===== src/hdl/zvd_pkg.sv =====
// Shared types and constants for the zigzag varint stream decoder.
// No dependencies; every other file of the block imports this package.
`default_nettype none

package zvd_pkg;

  // Configuration register indexes
  localparam logic CFG_VALUE_KIND  = 1'b0;
  localparam logic CFG_INDEX_LIMIT = 1'b1;

  // value_kind codes (code 3 behaves as long)
  localparam logic [1:0] KIND_LONG  = 2'd0;
  localparam logic [1:0] KIND_INT   = 2'd1;
  localparam logic [1:0] KIND_INDEX = 2'd2;

  // Result status codes
  localparam logic [1:0] ST_OK        = 2'd0;
  localparam logic [1:0] ST_OVERFLOW  = 2'd1;
  localparam logic [1:0] ST_TRUNCATED = 2'd2;
  localparam logic [1:0] ST_RANGE     = 2'd3;

  // Index of the tenth (last legal) 7-bit group
  localparam logic [3:0] LAST_GROUP = 4'd9;

  localparam logic [1:0]  KIND_RESET  = KIND_LONG;
  localparam logic [31:0] LIMIT_RESET = 32'd1;

  typedef struct packed {
    logic [7:0] data_byte;
    logic       buffer_end;
  } in_item_t;

  typedef struct packed {
    logic signed [63:0] value;
    logic [1:0]         status;
    logic [3:0]         byte_count;
  } out_item_t;

  // Occupancy of the two output stages
  typedef struct packed {
    logic main_valid;
    logic skid_valid;
  } buf_status_t;

endpackage

`default_nettype wire


===== src/hdl/zvd_accum.sv =====
// Accumulator and group counter, with the single-pass decode of one byte.
// Depends on zvd_pkg.
`default_nettype none

module zvd_accum (
  input  wire logic              clk,
  input  wire logic              rst_n,
  input  wire logic              accept,
  input  wire zvd_pkg::in_item_t item,
  input  wire logic [1:0]        value_kind,
  input  wire logic [31:0]       index_limit,
  output logic                   res_valid,
  output zvd_pkg::out_item_t     res_item
);
  import zvd_pkg::*;

  logic [63:0] acc_r, acc_nxt;
  logic [3:0]  gc_r, gc_nxt;
  logic [3:0]  gc_c;
  logic [5:0]  shamt;
  logic [63:0] acc_new;
  logic [63:0] zz;
  logic        ovf;
  logic        in_range;

  always_comb begin
    gc_c    = (gc_r > LAST_GROUP) ? LAST_GROUP : gc_r;
    shamt   = 6'({2'b00, gc_c} * 6'd7);
    acc_new = acc_r | ({57'd0, item.data_byte[6:0]} << shamt);
    ovf     = (gc_c == LAST_GROUP) && ((item.data_byte & 8'hfe) != 8'h00);
    zz      = {1'b0, acc_new[63:1]} ^ {64{acc_new[0]}};

    unique case (value_kind)
      KIND_INT:   in_range = (zz[63:31] == 33'd0) || (zz[63:31] == {33{1'b1}});
      KIND_INDEX: in_range = (zz[63:32] == 32'd0) && (zz[31:0] < index_limit);
      default:    in_range = 1'b1;
    endcase

    res_valid           = 1'b1;
    res_item.value      = 64'sd0;
    res_item.byte_count = gc_c + 4'd1;
    acc_nxt             = 64'd0;
    gc_nxt              = 4'd0;

    if (ovf) begin
      res_item.status = ST_OVERFLOW;
    end else if (item.data_byte[7]) begin
      res_item.status = ST_TRUNCATED;
      if (!item.buffer_end) begin
        // continuation: keep gathering, no result
        res_valid = 1'b0;
        acc_nxt   = acc_new;
        gc_nxt    = gc_c + 4'd1;
      end
    end else if (!in_range) begin
      res_item.status = ST_RANGE;
    end else begin
      res_item.status = ST_OK;
      res_item.value  = $signed(zz);
    end
  end

  always_ff @(posedge clk) begin
    if (!rst_n) begin
      acc_r <= 64'd0;
      gc_r  <= 4'd0;
    end else if (accept) begin
      acc_r <= acc_nxt;
      gc_r  <= gc_nxt;
    end
  end

endmodule

`default_nettype wire


===== src/hdl/zvd_out_buf.sv =====
// Output register plus skid stage for result items.
// Depends on zvd_pkg.
`default_nettype none

module zvd_out_buf (
  input  wire logic               clk,
  input  wire logic               rst_n,
  input  wire logic               push,
  input  wire zvd_pkg::out_item_t push_item,
  output logic                    full,
  output logic                    out_valid,
  input  wire logic               out_stall,
  output zvd_pkg::out_item_t      out_data,
  output zvd_pkg::buf_status_t    status
);
  import zvd_pkg::*;

  logic      main_valid_r;
  logic      skid_valid_r;
  out_item_t main_r;
  out_item_t skid_r;
  logic      pop;

  assign pop       = main_valid_r && !out_stall;
  assign full      = skid_valid_r;
  assign out_valid = main_valid_r;
  assign out_data  = main_r;
  assign status    = '{main_valid: main_valid_r, skid_valid: skid_valid_r};

  always_ff @(posedge clk) begin
    if (!rst_n) begin
      main_valid_r <= 1'b0;
      skid_valid_r <= 1'b0;
    end else if (pop) begin
      if (skid_valid_r) begin
        skid_valid_r <= 1'b0;
      end else begin
        main_valid_r <= push;
      end
    end else if (push) begin
      if (!main_valid_r) begin
        main_valid_r <= 1'b1;
      end else begin
        skid_valid_r <= 1'b1;
      end
    end
  end

  // Payload: move skid forward on pop, otherwise land new item in a free stage
  always_ff @(posedge clk) begin
    if (pop && skid_valid_r) begin
      main_r <= skid_r;
    end else if (push && (pop || !main_valid_r)) begin
      main_r <= push_item;
    end else if (push) begin
      skid_r <= push_item;
    end
  end

endmodule

`default_nettype wire


===== src/hdl/zigzag_varint_stream_decoder_core.sv =====
// Top level of the zigzag varint stream decoder: configuration registers,
// byte accumulator (zvd_accum) and output buffer (zvd_out_buf). Uses zvd_pkg.
`default_nettype none

// The decoder takes one byte of a varint stream per item and may accept a
// new item in every cycle. Each byte is folded into a 64-bit accumulator in
// the cycle it is accepted; when a byte with bit 7 clear arrives, the value is
// zigzag-decoded, range-checked against value_kind/index_limit and written to
// the output register, or to the skid stage if the output register keeps
// its result. Continuation bytes give no result item. Overflow (a tenth byte
// with any bit above bit 0 set) and truncation (buffer_end on a continuation
// byte) give an error result with value 0, and the next byte starts a new
// value. Sustained rate is one item per clock while in_stall is low; the
// only source of in_stall is the two-entry output buffer (output register
// plus skid stage), raising in_stall once both entries hold untaken results.
// Write configuration only while the block is idle.
module zigzag_varint_stream_decoder_core (
  input  wire logic               clk,
  input  wire logic               rst_n,
  input  wire logic               cfg_we,
  input  wire logic               cfg_index,
  input  wire logic [31:0]        cfg_data,
  input  wire logic               in_valid,
  output logic                    in_stall,
  input  wire zvd_pkg::in_item_t  in_data,
  output logic                    out_valid,
  input  wire logic               out_stall,
  output zvd_pkg::out_item_t      out_data
);
  import zvd_pkg::*;

  logic [1:0]  value_kind_r;
  logic [31:0] index_limit_r;
  logic        in_accept;
  logic        res_valid;
  out_item_t   res_item;
  logic        buf_full;
  buf_status_t buf_status;

  // Configuration: hold values until the next write
  always_ff @(posedge clk) begin
    if (!rst_n) begin
      value_kind_r  <= KIND_RESET;
      index_limit_r <= LIMIT_RESET;
    end else if (cfg_we) begin
      unique case (cfg_index)
        CFG_VALUE_KIND:  value_kind_r  <= cfg_data[1:0];
        CFG_INDEX_LIMIT: index_limit_r <= cfg_data;
        default:         ;
      endcase
    end
  end

  // Stall only while the skid stage is occupied
  assign in_stall  = buf_full;
  assign in_accept = in_valid && !in_stall;

  zvd_accum u_accum (
    .clk         (clk),
    .rst_n       (rst_n),
    .accept      (in_accept),
    .item        (in_data),
    .value_kind  (value_kind_r),
    .index_limit (index_limit_r),
    .res_valid   (res_valid),
    .res_item    (res_item)
  );

  zvd_out_buf u_out_buf (
    .clk       (clk),
    .rst_n     (rst_n),
    .push      (in_accept && res_valid),
    .push_item (res_item),
    .full      (buf_full),
    .out_valid (out_valid),
    .out_stall (out_stall),
    .out_data  (out_data),
    .status    (buf_status)
  );

`ifndef SYNTHESIS
  // Skid stage fills only behind an occupied output register
  a_skid_behind_main: assert property (@(posedge clk) disable iff (!rst_n)
    buf_status.skid_valid |-> buf_status.main_valid)
    else $error("skid stage valid with empty output register");

  // Any error result carries a zero value
  a_error_zero: assert property (@(posedge clk) disable iff (!rst_n)
    (out_valid && (out_data.status != ST_OK)) |-> (out_data.value == 64'sd0))
    else $error("error result with non-zero value");

  // Byte count of a result lies in 1..10
  a_count_range: assert property (@(posedge clk) disable iff (!rst_n)
    out_valid |-> ((out_data.byte_count != 4'd0) && (out_data.byte_count <= 4'd10)))
    else $error("byte count out of range");

  // A result accepted into a full output register lands in the skid stage
  a_push_to_skid: assert property (@(posedge clk) disable iff (!rst_n)
    (in_accept && res_valid && out_valid && out_stall) |=> buf_status.skid_valid)
    else $error("result lost while output stalled");
`endif

endmodule

`default_nettype wire


===== config.mk =====
export PLATFORM = sky130hd
export DESIGN_NAME = zigzag_varint_stream_decoder_core
export DESIGN_NICKNAME = d
export VERILOG_FILES = /design/src/hdl/zvd_pkg.sv /design/src/hdl/zvd_accum.sv /design/src/hdl/zvd_out_buf.sv /design/src/hdl/zigzag_varint_stream_decoder_core.sv
export SDC_FILE = /design/constraint.sdc
export NUM_CORES = 1
export LEC_CHECK = 0
export CORE_MARGIN = 1.5
export CORE_UTILIZATION = 45
export CTS_CLUSTER_SIZE = 20
export DETAILED_ROUTE_END_ITERATION = 12
export DONT_BUFFER_PORTS = 1
export PLACE_DENSITY = 0.59
export SETUP_SLACK_MARGIN = 0.5
export SYNTH_ARGS = -nofsm -noshare
export SYNTH_HDL_FRONTEND = slang
export SYNTH_SLANG_ARGS = --single-unit

===== constraint.sdc =====
create_clock -name clk -period 7.62 [get_ports clk]
set_input_delay 1.524 -clock clk [delete_from_list [all_inputs] [get_ports clk]]
set_output_delay 1.524 -clock clk [all_outputs]
set_load 0.005 [all_outputs]

==> results.toml <==
[status]
status = "finished clean"

[cts]
cts.clk_slew.worst_paths_ps = 60
cts_sinks = 244
clock_latency_ps = 540
cts_hold_buf = 0
htreeDepth = 1
cts_buffer_depth = 3
cts_tree = "yes"
cts_buffers = 26
cts_root_buffer = "clkbuf_16"

[synth]
yosysUniqueCellTypes = 90
synth_enable_flop_cells = 140
synth-adder-area-share = 0.04016
synthArstFlopShare = 0
synth_mux_area_frac = 0.01570
ys_warn_count = 0
yosysSeqAreaShare = 0.4781
synth_top_cell_by_area = "edfxtp_1"
synth_xor_area_frac = 0.03721
synth_top_area_frac = 0.3198
synth_nets = 1467
synth_compound_area_frac = 0.2190
synth_area_leaders = "edfxtp_1 (32%), dfxtp_1 (16%), nand2_1 (5.2%), a21oi_1 (4.9%), nor2_1 (4.5%)"
synth_area_mm2 = 0.01315
synth_seq_cells = 244
synth_common_cells = "nand2_1 (182), nor2_1 (158), edfxtp_1 (140), a21oi_1 (129), dfxtp_1 (104)"
synthMostInstantiatedCell = "nand2_1"
syn_area_per_cell_um2 = 9.534
synth_ff_type = "edfxtp_1"
syn_inst = 1379
synth_top_family_by_area = "compound AO/OA/AOI/OAI gates"
synth-simple-area-share = 0.1562

[routing]
routed-via-count = 10431
via_per_inst = 5.857
dr_wl_met3_um = 2790
top_layer_used = "met4"
m1WireLength_um = 18560
drc = 0
ant_nets = 0
wl_per_cell_um = 21.91
drt_wl_total_um = 39030
dr.first_iter.drc_count = 1192
firstDrtPassIters = 6
dr_wl_met2_um = 16840

[sta]
slew_headroom = 0.2224
hold_ws_ps = 462.5
fmax_mhz = 147.1
hold_viol = 0
rsz0062_at_grt = "no"
finalSetupTns_ps = 0
setup_viol = 0
skew_ps = 22.48
worst_pin_slew_ps = 1158
fin_crit_ps = 6796
maxSlewViolCount = 0
period_share = 0.8919

[finish]
drive_above_1_share = 0.1510
area_growth_pct = 12.23
n_antenna_cell = 0
fill_cells = 2718
finalNetCount = 1465

[floorplanning]
die-area_mm2 = 0.03025
io-pin-count = 119
die_width_um = 173.9
start_util = 0.4581
fp.dieH_um = 173.9
core_area_mm2 = 0.02870
rows = 62

[global_routing]
overflow = 0
grt_first_pass_wirelength_um = 58620
grt_pass1_vias = 9480
gr-usage-all-layers = 0.2510
antenna_found_initial = 0
grt_max_degree = 71

[placed_design]
io_buffers = 0
place_congestion = 0.9350
dp_hpwl_um = 27620

[setup_path]
cp-start-kind = "flip-flop"
critPathRequiredTime_ps = 7970
worst_setup_path_end_kind = "flip-flop"
worst-path-max-fanout = 43
path_class = "flip-flop to flip-flop"
cp.arrival_ps = 7150

[flow_run]
drv_cap = 0

[power]
p_per_area_mw_per_mm2 = 219.2
leakagePower_nw = 5.357
vdd_drop_max_mv = 0.1746

[min_path]
hp-class = "flip-flop to flip-flop"
-- critical path, cell delays in order (launching register included) --
cell       delay (ps)
dfxtp_1           430
nor2b_2           280
inv_1              70
ha_1              290
inv_1             160
ha_1              270
ha_2              200
inv_1              80
fa_2              530
buf_4             240
and4_2            270
o22ai_4           440
buf_4             220
buf_4             420
mux2i_1           240
o311ai_1          320
or4_1             600
a2111oi_0         470
a41o_1            330
o211ai_4          110
buf_4             180
buf_12            180
o31ai_2           260
-- cell type report --
class | instances | area [um2] | area share
Clock buffer | 33 | 686.9 | 0.04655
Inverter | 76 | 289.0 | 0.01959
Tap cell | 384 | 480.5 | 0.03256
Timing Repair Buffer | 61 | 508.0 | 0.03443
Clock inverter | 15 | 138.9 | 0.009412
Multi-Input combinational cell | 968 | 6365 | 0.4314
Sequential cell | 244 | 6287 | 0.4261
-- placed cells by master, fill, tap and decap left out, types with 13 or more instances in the layout --
cell type,instances
nor2b_1,28
ha_1,38
edfxtp_1,140
o211ai_1,13
inv_1,72
xnor2_2,13
clkbuf_16,26
xnor2_1,40
nor3_1,19
a21oi_1,126
o31ai_1,14
o21ai_0,41
nand2_1,181
dfxtp_1,103
o31ai_2,47
nor2_1,156
nand3_1,18
buf_4,57
a21boi_0,32
-- layer usage --
metal | vias to the layer above | global-route usage
met5 | - | 0
met4 | 0 | 0.05999
met3 | 64 | 0.04899
met2 | 427 | 0.3692
met1 | 5009 | 0.3781
li1 | 4931 | -
-- state kept, by name, indices dropped and copies added (netlist names) --
register,flops
value_kind_r,2
u_out_buf.skid_r,70
u_accum.acc_r,64
u_out_buf.full,1
u_out_buf.out_valid,1
u_out_buf.out_data,70
index_limit_r,32
u_accum.gc_r,4
-- per-stage QoR --
| step | instance area, um2 | worst slack (ps) | instances | util | power (mW) |
|---|---|---|---|---|---|
| after floorplan | 13150 | 540.2 | 1379 | - | 1.842 |
| after global placement | 13660 | 341.4 | 1721 | 0.4759 | 1.990 |
| after detailed placement | 13660 | 154.3 | 1721 | 0.4759 | 1.996 |
| after CTS | 14580 | 511.1 | 1773 | 0.5081 | 3.243 |
| after global routing | 14760 | 494.6 | 1781 | 0.5141 | 3.363 |
| final | 14760 | 823.8 | 1781 | 0.5141 | 3.235 |
-- power breakdown --
group	internal (mW)	switching (mW)
Clock	0.708	0.532
Combinational	0.186	0.320
Sequential	1.46	0.0267
Total	2.36	0.879
-- what timing repair did --
item / in CTS / in global routing
setup endpoints to repair: 125 / 128
resized for setup: 13 / 20
setup buffers: 4 / 8
pin swaps: 1 / 6
-- final timing paths --
kind	startpoint	to	slack (ps)	cells past startpoint
max	u_accum.gc_r[1]	u_out_buf.out_data[52]	820	22
min	index_limit_r[15]	index_limit_r[15]	460	2
max reg2reg	u_accum.gc_r[1]	u_out_buf.out_data[52]	820	22
min reg2reg	index_limit_r[15]	index_limit_r[15]	460	2
-- cells by family (layout without fill, tap and decap cells) --
group                    Yosys count  count (layout)
AO/OA/AOI/OAI                    391             391
XOR/XNOR                          55              55
flip-flops                       244             244
multiplexers                      17              17
adder cells (fa/ha/maj)           41              41
AND/OR/NAND/NOR                  464             464
buffers and inverters            167             185
No activity file was read; power rests on OpenSTA's default activity.
